`src/sv/pdtt_pkg.sv`:
```
// ----------------------------------------------------------------------------
// pdtt_pkg
// Shared types and codes of the pending delivery timeout tracker: item kinds,
// result events, controller states and the controller/datapath interface.
// ----------------------------------------------------------------------------
package pdtt_pkg;

    typedef enum logic [1:0] {
        K_SEND  = 2'd0,
        K_ACK   = 2'd1,
        K_CHECK = 2'd2,
        K_CLEAR = 2'd3
    } t_kind;

    typedef enum logic [2:0] {
        EV_ASSIGNED     = 3'd0,
        EV_ACK_MATCH    = 3'd1,
        EV_ACK_MISS     = 3'd2,
        EV_TIMED_OUT    = 3'd3,
        EV_NONE_EXPIRED = 3'd4,
        EV_FULL         = 3'd5,
        EV_CLEARED      = 3'd6
    } t_event;

    typedef enum logic [3:0] {
        S_IDLE,
        S_SEND,
        S_CLEAR,
        S_ACK_RD,
        S_ACK_EV,
        S_CHK_RD,
        S_CHK_EV,
        S_CMP_RD,
        S_CMP_EV
    } t_state;

    typedef struct packed {
        logic load;
        logic send;
        logic clear;
        logic rd_up;
        logic rd_down;
        logic ack_ev;
        logic ack_miss;
        logic chk_ev;
        logic chk_end;
        logic cmp_ev;
        logic cmp_done;
    } t_dp_cmd;

    typedef struct packed {
        logic idx_at_count;
        logic idx_zero;
        logic hit;
        logic nexp_zero;
    } t_dp_sts;

    localparam int TimeoutWidth = 16;
    localparam logic [TimeoutWidth-1:0] TimeoutReset = 16'd1000;
    localparam logic RegTimeout = 1'b0;

endpackage

```
`src/sv/pdtt_ctrl.sv`:
```
// ----------------------------------------------------------------------------
// pdtt_ctrl
// Sequencer of the tracker: decodes an accepted item and steps the datapath
// through table scans, result transfers and table compaction.
// ----------------------------------------------------------------------------
module pdtt_ctrl
    import pdtt_pkg::*;
(
    input  logic       i_clk,
    input  logic       i_rst_n,
    input  logic       start,
    output logic       busy,
    input  logic [1:0] i_kind,
    input  t_dp_sts    i_sts,
    output t_dp_cmd    o_cmd
);

    t_state r_state;
    t_state n_state;

    always_ff @(posedge i_clk) begin
        if (!i_rst_n) begin
            r_state <= S_IDLE;
        end else begin
            r_state <= n_state;
        end
    end

    always_comb begin
        n_state = r_state;
        o_cmd   = '0;
        busy    = 1'b1;
        unique case (r_state)
            S_IDLE: begin
                busy = 1'b0;
                if (start) begin
                    o_cmd.load = 1'b1;
                    unique case (t_kind'(i_kind))
                        K_SEND:  n_state = S_SEND;
                        K_ACK:   n_state = S_ACK_RD;
                        K_CHECK: n_state = S_CHK_RD;
                        K_CLEAR: n_state = S_CLEAR;
                    endcase
                end
            end
            S_SEND: begin
                o_cmd.send = 1'b1;
                n_state    = S_IDLE;
            end
            S_CLEAR: begin
                o_cmd.clear = 1'b1;
                n_state     = S_IDLE;
            end
            S_ACK_RD: begin
                if (i_sts.idx_at_count) begin
                    o_cmd.ack_miss = 1'b1;
                    n_state        = S_IDLE;
                end else begin
                    o_cmd.rd_up = 1'b1;
                    n_state     = S_ACK_EV;
                end
            end
            S_ACK_EV: begin
                o_cmd.ack_ev = 1'b1;
                n_state      = i_sts.hit ? S_CMP_RD : S_ACK_RD;
            end
            S_CHK_RD: begin
                if (i_sts.idx_zero) begin
                    o_cmd.chk_end = 1'b1;
                    n_state       = i_sts.nexp_zero ? S_IDLE : S_CMP_RD;
                end else begin
                    o_cmd.rd_down = 1'b1;
                    n_state       = S_CHK_EV;
                end
            end
            S_CHK_EV: begin
                o_cmd.chk_ev = 1'b1;
                n_state      = S_CHK_RD;
            end
            S_CMP_RD: begin
                if (i_sts.idx_at_count) begin
                    o_cmd.cmp_done = 1'b1;
                    n_state        = S_IDLE;
                end else begin
                    o_cmd.rd_up = 1'b1;
                    n_state     = S_CMP_EV;
                end
            end
            S_CMP_EV: begin
                o_cmd.cmp_ev = 1'b1;
                n_state      = S_CMP_RD;
            end
            default: begin
                n_state = S_IDLE;
            end
        endcase
    end

endmodule

```
`src/sv/pdtt_dp.sv`:
```
// ----------------------------------------------------------------------------
// pdtt_dp
// Datapath of the tracker: entry memory (oldest first), counters, scan and
// compaction pointers, held timeout result and the registered result port.
// ----------------------------------------------------------------------------
module pdtt_dp
    import pdtt_pkg::*;
#(
    parameter int TABLE_DEPTH = 16
) (
    input  logic                    i_clk,
    input  logic                    i_rst_n,
    input  t_dp_cmd                 i_cmd,
    output t_dp_sts                 o_sts,
    input  logic [1:0]              i_kind,
    input  logic [31:0]             i_ack_seq,
    input  logic [31:0]             i_now,
    input  logic [TimeoutWidth-1:0] i_timeout,
    output logic                    o_res_valid,
    output logic [2:0]              o_event_res,
    output logic [31:0]             o_seq,
    output logic [4:0]              o_pending,
    output logic                    o_last
);

    localparam int IW = $clog2(TABLE_DEPTH);
    localparam int CW = $clog2(TABLE_DEPTH + 1);
    localparam logic [CW-1:0] FullCount = CW'(TABLE_DEPTH);

    logic [63:0]   r_mem [TABLE_DEPTH];
    logic [63:0]   r_rd_data;

    t_kind         r_kind,     n_kind;
    logic [31:0]   r_ack_seq,  n_ack_seq;
    logic [31:0]   r_now,      n_now;
    logic [31:0]   r_next_seq, n_next_seq;
    logic [CW-1:0] r_count,    n_count;
    logic [CW-1:0] r_idx,      n_idx;
    logic [CW-1:0] r_wr,       n_wr;
    logic [CW-1:0] r_nexp,     n_nexp;
    logic          r_hold_v,   n_hold_v;
    logic [31:0]   r_hold_seq, n_hold_seq;
    logic [4:0]    r_hold_pend, n_hold_pend;
    logic          r_o_valid,  n_o_valid;
    t_event        r_o_event,  n_o_event;
    logic [31:0]   r_o_seq,    n_o_seq;
    logic [4:0]    r_o_pend,   n_o_pend;
    logic          r_o_last,   n_o_last;

    logic          mem_we;
    logic [IW-1:0] mem_wa;
    logic [63:0]   mem_wd;
    logic          rd_en;
    logic [IW-1:0] rd_addr;
    logic [31:0]   rd_seq;
    logic [31:0]   rd_dl;
    logic          expired;
    logic          seq_match;
    logic [32:0]   dl_sum;
    logic [31:0]   dl_sat;

    assign rd_seq    = r_rd_data[63:32];
    assign rd_dl     = r_rd_data[31:0];
    assign expired   = rd_dl < r_now;
    assign seq_match = rd_seq == r_ack_seq;
    assign dl_sum    = {1'b0, r_now} + {{(33 - TimeoutWidth){1'b0}}, i_timeout};
    assign dl_sat    = dl_sum[32] ? 32'hFFFF_FFFF : dl_sum[31:0];

    assign rd_en   = i_cmd.rd_up | i_cmd.rd_down;
    assign rd_addr = i_cmd.rd_down ? IW'(r_idx - 1'b1) : r_idx[IW-1:0];

    assign o_sts.idx_at_count = r_idx == r_count;
    assign o_sts.idx_zero     = r_idx == '0;
    assign o_sts.hit          = (r_kind == K_ACK) ? seq_match : expired;
    assign o_sts.nexp_zero    = r_nexp == '0;

    always_comb begin
        n_kind      = r_kind;
        n_ack_seq   = r_ack_seq;
        n_now       = r_now;
        n_next_seq  = r_next_seq;
        n_count     = r_count;
        n_idx       = r_idx;
        n_wr        = r_wr;
        n_nexp      = r_nexp;
        n_hold_v    = r_hold_v;
        n_hold_seq  = r_hold_seq;
        n_hold_pend = r_hold_pend;
        n_o_valid   = 1'b0;
        n_o_event   = r_o_event;
        n_o_seq     = r_o_seq;
        n_o_pend    = r_o_pend;
        n_o_last    = r_o_last;
        mem_we      = 1'b0;
        mem_wa      = '0;
        mem_wd      = '0;

        if (i_cmd.load) begin
            n_kind    = t_kind'(i_kind);
            n_ack_seq = i_ack_seq;
            n_now     = i_now;
            n_idx     = (t_kind'(i_kind) == K_CHECK) ? r_count : '0;
            n_nexp    = '0;
            n_hold_v  = 1'b0;
        end

        if (i_cmd.send) begin
            n_next_seq = r_next_seq + 32'd1;
            n_o_valid  = 1'b1;
            n_o_seq    = r_next_seq;
            n_o_last   = 1'b1;
            if (r_count != FullCount) begin
                mem_we    = 1'b1;
                mem_wa    = r_count[IW-1:0];
                mem_wd    = {r_next_seq, dl_sat};
                n_count   = r_count + 1'b1;
                n_o_event = EV_ASSIGNED;
                n_o_pend  = 5'(r_count + 1'b1);
            end else begin
                n_o_event = EV_FULL;
                n_o_pend  = 5'(r_count);
            end
        end

        if (i_cmd.clear) begin
            n_count   = '0;
            n_o_valid = 1'b1;
            n_o_event = EV_CLEARED;
            n_o_seq   = '0;
            n_o_pend  = '0;
            n_o_last  = 1'b1;
        end

        if (i_cmd.rd_down) begin
            n_idx = r_idx - 1'b1;
        end

        if (i_cmd.ack_ev) begin
            n_idx = r_idx + 1'b1;
            if (seq_match) begin
                n_wr      = r_idx;
                n_o_valid = 1'b1;
                n_o_event = EV_ACK_MATCH;
                n_o_seq   = r_ack_seq;
                n_o_pend  = 5'(r_count - 1'b1);
                n_o_last  = 1'b1;
            end
        end

        if (i_cmd.ack_miss) begin
            n_o_valid = 1'b1;
            n_o_event = EV_ACK_MISS;
            n_o_seq   = r_ack_seq;
            n_o_pend  = 5'(r_count);
            n_o_last  = 1'b1;
        end

        if (i_cmd.chk_ev && expired) begin
            n_nexp      = r_nexp + 1'b1;
            n_hold_v    = 1'b1;
            n_hold_seq  = rd_seq;
            n_hold_pend = 5'(r_count - r_nexp - 1'b1);
            if (r_hold_v) begin
                n_o_valid = 1'b1;
                n_o_event = EV_TIMED_OUT;
                n_o_seq   = r_hold_seq;
                n_o_pend  = r_hold_pend;
                n_o_last  = 1'b0;
            end
        end

        if (i_cmd.chk_end) begin
            n_idx     = '0;
            n_wr      = '0;
            n_hold_v  = 1'b0;
            n_o_valid = 1'b1;
            n_o_last  = 1'b1;
            if (r_hold_v) begin
                n_o_event = EV_TIMED_OUT;
                n_o_seq   = r_hold_seq;
                n_o_pend  = r_hold_pend;
            end else begin
                n_o_event = EV_NONE_EXPIRED;
                n_o_seq   = '0;
                n_o_pend  = 5'(r_count);
            end
        end

        if (i_cmd.cmp_ev) begin
            n_idx = r_idx + 1'b1;
            if (!(r_kind == K_CHECK && expired)) begin
                mem_we = 1'b1;
                mem_wa = r_wr[IW-1:0];
                mem_wd = r_rd_data;
                n_wr   = r_wr + 1'b1;
            end
        end

        if (i_cmd.cmp_done) begin
            n_count = r_wr;
        end
    end

    always_ff @(posedge i_clk) begin
        if (mem_we) begin
            r_mem[mem_wa] <= mem_wd;
        end
        if (rd_en) begin
            r_rd_data <= r_mem[rd_addr];
        end
    end

    always_ff @(posedge i_clk) begin
        if (!i_rst_n) begin
            r_next_seq <= '0;
            r_count    <= '0;
            r_hold_v   <= 1'b0;
            r_o_valid  <= 1'b0;
        end else begin
            r_next_seq <= n_next_seq;
            r_count    <= n_count;
            r_hold_v   <= n_hold_v;
            r_o_valid  <= n_o_valid;
        end
    end

    always_ff @(posedge i_clk) begin
        r_kind      <= n_kind;
        r_ack_seq   <= n_ack_seq;
        r_now       <= n_now;
        r_idx       <= n_idx;
        r_wr        <= n_wr;
        r_nexp      <= n_nexp;
        r_hold_seq  <= n_hold_seq;
        r_hold_pend <= n_hold_pend;
        r_o_event   <= n_o_event;
        r_o_seq     <= n_o_seq;
        r_o_pend    <= n_o_pend;
        r_o_last    <= n_o_last;
    end

    assign o_res_valid = r_o_valid;
    assign o_event_res = r_o_event;
    assign o_seq       = r_o_seq;
    assign o_pending   = r_o_pend;
    assign o_last      = r_o_last;

endmodule

```
`src/sv/pending_delivery_timeout_tracker.sv`:
```
// ----------------------------------------------------------------------------
// pending_delivery_timeout_tracker
// Sender-side tracker of pending deliveries with sequence numbers, acks and
// deadline expiry over a table of TABLE_DEPTH entries.
// Items enter as commands: i_kind, i_ack_seq and i_now transfer at an edge
// with start high and busy low. Results leave on o_event_res, o_seq,
// o_pending and o_last, each valid for one cycle while o_res_valid is high;
// the receiver takes every result and cannot stall the block.
// Steps of each item after it is accepted:
//   send, clear: the controller updates the table and registers the result.
//   ack:   ascending scan from the oldest entry, each entry read and then
//          compared; the first match is reported and the later entries are
//          then compacted; a miss is reported after the last entry.
//   check: descending scan from the newest entry; each expired entry is
//          reported when the next one is found or the scan ends, the final
//          result marked last; when any expire, an ascending compaction follows.
// One item at a time; every scan step waits for its registered read.
// timeout_interval is an APB register at byte address 0 (reset 1000).
// Reset empties the table and clears the sequence counter.
// ----------------------------------------------------------------------------
module pending_delivery_timeout_tracker
    import pdtt_pkg::*;
#(
    parameter int TABLE_DEPTH = 16
) (
    input  logic        i_clk,
    input  logic        i_rst_n,
    input  logic        start,
    output logic        busy,
    input  logic [1:0]  i_kind,
    input  logic [31:0] i_ack_seq,
    input  logic [31:0] i_now,
    output logic        o_res_valid,
    output logic [2:0]  o_event_res,
    output logic [31:0] o_seq,
    output logic [4:0]  o_pending,
    output logic        o_last,
    input  logic        psel,
    input  logic        penable,
    input  logic        pwrite,
    input  logic [2:0]  paddr,
    input  logic [31:0] pwdata,
    output logic [31:0] prdata,
    output logic        pready
);

    logic [TimeoutWidth-1:0] r_timeout;
    logic [TimeoutWidth-1:0] n_timeout;
    t_dp_cmd                 cmd;
    t_dp_sts                 sts;

    assign pready = 1'b1;

    always_comb begin
        n_timeout = r_timeout;
        if (psel && penable && pwrite && paddr[2] == RegTimeout) begin
            n_timeout = pwdata[TimeoutWidth-1:0];
        end
        prdata = '0;
        if (paddr[2] == RegTimeout) begin
            prdata = {{(32 - TimeoutWidth){1'b0}}, r_timeout};
        end
    end

    always_ff @(posedge i_clk) begin
        if (!i_rst_n) begin
            r_timeout <= TimeoutReset;
        end else begin
            r_timeout <= n_timeout;
        end
    end

    pdtt_ctrl u_ctrl (
        .i_clk   (i_clk),
        .i_rst_n (i_rst_n),
        .start   (start),
        .busy    (busy),
        .i_kind  (i_kind),
        .i_sts   (sts),
        .o_cmd   (cmd)
    );

    pdtt_dp #(
        .TABLE_DEPTH (TABLE_DEPTH)
    ) u_dp (
        .i_clk       (i_clk),
        .i_rst_n     (i_rst_n),
        .i_cmd       (cmd),
        .o_sts       (sts),
        .i_kind      (i_kind),
        .i_ack_seq   (i_ack_seq),
        .i_now       (i_now),
        .i_timeout   (r_timeout),
        .o_res_valid (o_res_valid),
        .o_event_res (o_event_res),
        .o_seq       (o_seq),
        .o_pending   (o_pending),
        .o_last      (o_last)
    );

endmodule

```
`config.mk`:
```
export PLATFORM = sky130hd
export DESIGN_NAME = pending_delivery_timeout_tracker
export DESIGN_NICKNAME = d
export VERILOG_FILES = /design/src/sv/pdtt_pkg.sv /design/src/sv/pdtt_ctrl.sv /design/src/sv/pdtt_dp.sv /design/src/sv/pending_delivery_timeout_tracker.sv
export SDC_FILE = /design/constraint.sdc
export NUM_CORES = 2
export LEC_CHECK = 0
export ABC_AREA = 1
export BUFFER_PORTS_ARGS = -buffer_cell sky130_fd_sc_hd__buf_4
export CAP_MARGIN = 10
export CORE_MARGIN = 8
export CORE_UTILIZATION = 45
export DETAILED_ROUTE_END_ITERATION = 8
export PLACE_DENSITY = 0.64
export SETUP_SLACK_MARGIN = 0.5
export SYNTH_ARGS = -nofsm -noshare
export SYNTH_HDL_FRONTEND = slang
export SYNTH_SLANG_ARGS = --single-unit
export TNS_END_PERCENT = 1
```
`constraint.sdc`:
```
create_clock -name i_clk -period 6.39 [get_ports i_clk]
set_input_delay 0.9585 -clock i_clk [delete_from_list [all_inputs] [get_ports i_clk]]
set_output_delay 0.9585 -clock i_clk [all_outputs]
set_load 0.005 [all_outputs]
```
======== Word-level counts from Yosys, hierarchy flattened ========
Memory sizes are Yosys's and may differ from the RTL's. A register that Yosys moved wholly into a read port is not among the register bits.
Index checks and enable logic that the tools add are counted.
storage, ports and cells
  register bits ........................... 218
  bits in writable memories ............... 1024
  bits of input ports ..................... 107
  output and inout port bits .............. 76
  logic and storage cells ................. 169
  memories kept ........................... 1
operators by class
  $add $sub $neg .......................... 10
  order comparisons ....................... 1
  equality and inequality tests ........... 17
  multiplexer cells ....................... 105
  bitwise operators ....................... 3
  reduce and logical (&&, ||, !) cells .... 14
memories
  name        depth  width  read ports  clocked after memory_dff  write ports  line           source
  u_dp.r_mem  16     64     1           1                         1            pdtt_dp.sv:30  logic [63:0] r_mem [TABLE_DEPTH];
operator list
  cell                                                  number
  two-way mux 32 bit                                    10
  two-way mux 64 bit                                    4
  two-way mux 5 bit                                     26
  two-way mux 1 bit                                     41
  two-way mux 3 bit                                     13
  adder 32 x 16 -> 33 bit                               1
  adder 32 x 1 -> 32 bit (second input constant)        1
  equality test 32 bit                                  1
  < comparator 32 bit                                   1
  two-way mux 4 bit                                     8
  case mux 4 bit (7 select lines)                       1
  adder 5 x 1 -> 5 bit (second input constant)          4
  equality test 4 x 3 -> 1 bit (second input constant)  4
  two-way mux 16 bit                                    1
  case mux 4 bit (4 select lines)                       1
  subtractor 5 x 1 -> 5 bit (second input constant)     3
  logical NOT 5 bit                                     2
  equality test 4 x 2 -> 1 bit (second input constant)  2
  equality test 2 bit (second input constant)           3
  equality test 5 bit                                   1
  logical AND 1 bit                                     5
  != test 5 bit (second input constant)                 1
  nonzero test 5 bit                                    1
  subtractor 5 bit                                      1
  11 further kinds                                      14

======== Depth between registers and ports, before layout ========
  depth after elaboration ................. 10
  depth in mapped cells ................... 18
  mapped depth without buffers ............ 18

======== Modules after synthesis ========
Synthesis repeated with hierarchy kept, for this count alone.
second synthesis, totals
  cells, all modules ...................... 4615
  area total of the unflattened synthesis .. 55522.0 um^2
modules (own cells, without submodules)
  module                            times used  cells an instance  area an instance (um^2)  sequential area each (um^2)
  pdtt_dp                           1           4397               54144.4                  37766.2
  pending_delivery_timeout_tracker  1           150                975.9                    320.3
  pdtt_ctrl                         1           68                 401.6                    80.1

======== Least setup slack after synthesis ========
OpenSTA, ideal clock, no wires.
  kind .................................... reg-to-reg
  start point ............................. reg u_dp.r_now[31]
  end point ............................... mem u_dp.r_mem[7][0] (enable)
  library setup time ...................... 486 ps
  data arrival time ....................... 4537 ps
  required time ........................... 5904 ps
  slack ................................... 1367 ps
  stages on the path, launching flop included .. 13
  path buffers ............................ 0
  period minus slack after synthesis ...... 5023 ps
  cells stage by stage .................... edfxtp_1 -> inv_1 -> ha_1 -> a21oi_1 -> o21ai_0 -> a21o_1 -> nor2_1 -> nand3_1 -> nand2_1 -> nand2_1 -> o21ai_0 -> nand2_1 -> nor2_1
between the ends
  word-level cells in the longest chain between the ends .. 6
  elaborated cells on any way between the ends .. 8
  classes of those cells .................. order compare (1); mux (6); reduce/logical (1)
RTL lines
  what                                     line            source
  start, declared                          pdtt_dp.sv:35   logic [31:0] r_now, n_now;
  start signal, assigned                   pdtt_dp.sv:230  r_now <= n_now;
  < comparator 32 bit *                    pdtt_dp.sv:64   assign expired = rd_dl < r_now;
  logical AND 1 bit *                      pdtt_dp.sv:191  if (!(r_kind == K_CHECK && expired)) begin
  two-way mux 1 bit                        pdtt_dp.sv:191
  two-way mux 1 bit                        pdtt_dp.sv:189  if (i_cmd.cmp_ev) begin
  two-way mux 1 bit                        pdtt_dp.sv:205  if (mem_we) begin
  two-way mux 1 bit (implied by the code)  pdtt_dp.sv:206  r_mem[mem_wa] <= mem_wd;
  end, declared                            pdtt_dp.sv:30
Mark *: on every way between the ends. The rest lies on a longest branch, timed or not.

======== Worst setup path after layout ========
  start point ............................. reg u_dp.r_now[25]
  end point ............................... mem u_dp.r_mem[2][35] (enable)
The elaborated chain is that of the path after synthesis.

==> run metrics <==
status=finished clean; NetSw=0.00876 W; GRT overflow=0; Async SR Flop Fraction=0%; Sequential Power Share=41.1%; Fillers=10,600; CTS resizes=0; cell family with most CP delay=simple AND/OR/NAND/NOR gates; worst r2r src=u_dp.r_now[25]; critical path buffer and inverter count=3; gr usage total=21.4%; Core Area=123,000 sq um; Post-synth EDFFs=1,201; Slew HR=20.0%; Wirelength per Cell=23.0 um; root buffer cell=clkbuf_16; num rows=129; Vias/cell=5.74; largest net degree at the start of global routing=233; number of global-route vias before repair=35,700; Crit Path Category=register to register; fin nets=4,959; Final Slew Violations=0; post-route minimum period=4.92 ns; antenna cells=0; top cell type's share of synthesized area=64.5%; Post-Route Setup TNS=0 ns; CTS Hold Bufs=0; initial core utilization=45.3%; Critical Path Sink Type=register; max-cap violation count=0; die area=136,000 sq um; largest cells by area after synthesis=edfxtp_1 (65%), o211ai_1 (7.1%), dfxtp_1 (3.8%); max frequency=203 MHz; clock skew=0.0315 ns; Placer Congestion=0.882; TritonCTS sink count=1,306; combinational power share=30.0%; area grow syn2layout=12.9%; Cell Area, Synth=55,900 sq um; I/O pin total=183; Synth area leader=edfxtp_1; count leader, synth=edfxtp_1; Worst path max stage delay=0.77 ns; power per cell area=404 nW/um^2; HP Class=primary input to register; commonest cells in the netlist=edfxtp_1 (1,201), nand2_1 (559), o211ai_1 (525), nor2_1 (434), o21ai_0 (409); Seq/Total Area, Yosys=68.3%; critical path's most frequent cell=nand2_1; Yosys cell types=59; I/O Buffers=147; Die W=368 um; Final HPWL DP=82.6 mm; crit-path max FO=28; Design Power=0.0255 W; Final setup viols=0; CTS clk-pin slew, worst paths=0.06 ns; initial antenna violation count=3; CTS tree=yes; first-pass GRT wire length=225 mm; slowest cell on the critical path=nor2_4; Cells after Synth=4,674; htree depth=4; #FFs+latches synth=1,306; Setup Fix Bufs, Post-CTS=0; Crit. Startpoint=u_dp.r_now[25]; leak pwr=22.7 nW; share of layout cells above drive strength 1=12.2%; residual DRC count=0; worst path cell trace=inv_1 > ha_1 > a21oi_1 > o21ai_0 > a21o_1 > nor2_1 > nand3_1 > nand2_1 > buf_4 > nand2_1 > nand2_1 > nand2_1 > nor2_4 > buf_4; peak supply drop=0.449 mV; ANT nets after route=0; Critical Path AT=5.33 ns; hold_sp=i_ack_seq[23]; Syn Area/Cell=12.0 sq um; Worst-Margin Slew=1.20 ns; total area of sequential cells=38,200 sq um; RSZ-0062 raised after global routing=false; footprint of the multi-input gates=15,400 sq um; CP startpoint kind=register; Detailed Route Iter0 Violations=4,030; clock latency on the worst-skew pair=0.76 ns; first drt pass iteration count=6; Final Hold Viols=0; CTS buffer count=134; synth warn=0; Clock power frac=28.9%; Main synth FF type=edfxtp_1; Int Pwr=0.0168 W; Die Height=368 um; via count=37,500; Max clock buf depth=3; switch share=34.3%; DRT Wirelength=150 mm; critical path required time=6.80 ns; Final period util=77.0%
[placed cells by master (no fill, tap or decap), types with 5 or more instances in the layout]
| cell type | n |
|---|---|
| ha_1 | 60 |
| o22ai_1 | 18 |
| dfxtp_1 | 105 |
| buf_4 | 221 |
| nand3_1 | 196 |
| a21o_1 | 13 |
| o21ai_0 | 408 |
| clkbuf_1 | 36 |
| clkbuf_16 | 137 |
| clkinv_1 | 33 |
| clkinvlp_4 | 6 |
| inv_6 | 8 |
| nand4_1 | 31 |
| o31ai_1 | 9 |
| nor2_4 | 19 |
| edfxtp_1 | 1201 |
| inv_1 | 308 |
| a211oi_1 | 6 |
| xor2_1 | 32 |
| inv_2 | 7 |
| conb_1 | 17 |
| a21oi_1 | 121 |
| nand2_1 | 558 |
| o21ai_1 | 40 |
| a21boi_0 | 5 |
| or2_2 | 119 |
| o211ai_1 | 525 |
| nor2_1 | 417 |
| a31oi_1 | 6 |
| buf_12 | 28 |
| nor3_1 | 31 |
| clkinv_2 | 17 |
| or2_1 | 10 |
| nor4_1 | 9 |
| xnor2_1 | 23 |
| or2_0 | 55 |
[metrics by stage]
stage / setup slack, ns / utilization (%) / cells / cell area (sq um) / hold slack, ns
floorplan: 1.37 / - / 4689 / 56000 / 0.419
global placement: 1.57 / 47.8 / 6286 / 59000 / 0.422
detailed placement: 1.46 / 47.8 / 6286 / 59000 / 0.426
CTS: 1.43 / 51.1 / 6528 / 63100 / 0.322
global route: 1.19 / 51.1 / 6533 / 63100 / 0.347
finish: 1.47 / 51.1 / 6533 / 63100 / 0.374
[state kept, by name (all words and copies together) (netlist names)]
name / cells
u_dp.o_event_res: 3
r_timeout: 16
u_dp.r_ack_seq: 32
u_ctrl.r_state: 4
u_dp.r_wr: 5
u_dp.o_res_valid: 1
u_dp.r_count: 5
u_dp.r_kind: 2
u_dp.r_now: 32
u_dp.o_seq: 32
u_dp.o_pending: 5
u_dp.r_hold_pend: 5
u_dp.r_hold_v: 1
u_dp.o_last: 1
u_dp.r_next_seq: 32
u_dp.r_nexp: 5
u_dp.r_idx: 5
u_dp.r_hold_seq: 32
u_dp.r_mem: 1024
u_dp.r_rd_data: 64
[cells by family after synthesis]
kind of cell    share of synthesized area, %
buf+inv                                 4.55
xor+xnor                               0.960
other cells                           0.0134
simple gates                            11.6
flops                                   68.3
compound gates                          13.2
fa+ha+maj                               1.41
[per-layer routing]
metal	GRT usage [%]	vias to the layer above	share of wire, %
met4	6.15	0	2.4
li1	-	17200	-
met1	30.7	18400	44
met5	0	-	0
met2	33.8	1619	46
met3	3.38	237	7.8
[layout make-up]
type / count / area share (%)
multi-input combinational: 2777 / 24.4
inverter: 322 / 1.93
clock inverter: 68 / 0.773
tap: 1637 / 3.24
sequential: 1306 / 60.5
timing repair buffer: 249 / 3.52
clock buffer: 174 / 5.67
[power by group through the flow]
stage / clock network, W / registers [W] / logic [W]
finish: 0.00738 / 0.0105 / 0.00765
global route: 0.00780 / 0.0105 / 0.00846
CTS: 0.00749 / 0.0105 / 0.00764
detailed placement: 0 / 0.0107 / 0.00760
global placement: 0 / 0.0107 / 0.00751
floorplan: 0 / 0.0105 / 0.00529
[path summary, 6_finish.rpt]
kind / to / slack [ns] / cells after the start
worst max register to register: u_dp.r_mem[2][35] / 1.47 / 14
worst min-delay path: u_dp.r_ack_seq[23] / 0.37 / 1
worst min register to register: u_dp.o_seq[23] / 0.42 / 2
worst max-delay path: u_dp.r_mem[2][35] / 1.47 / 14
Power figures use the tool's default switching activity.
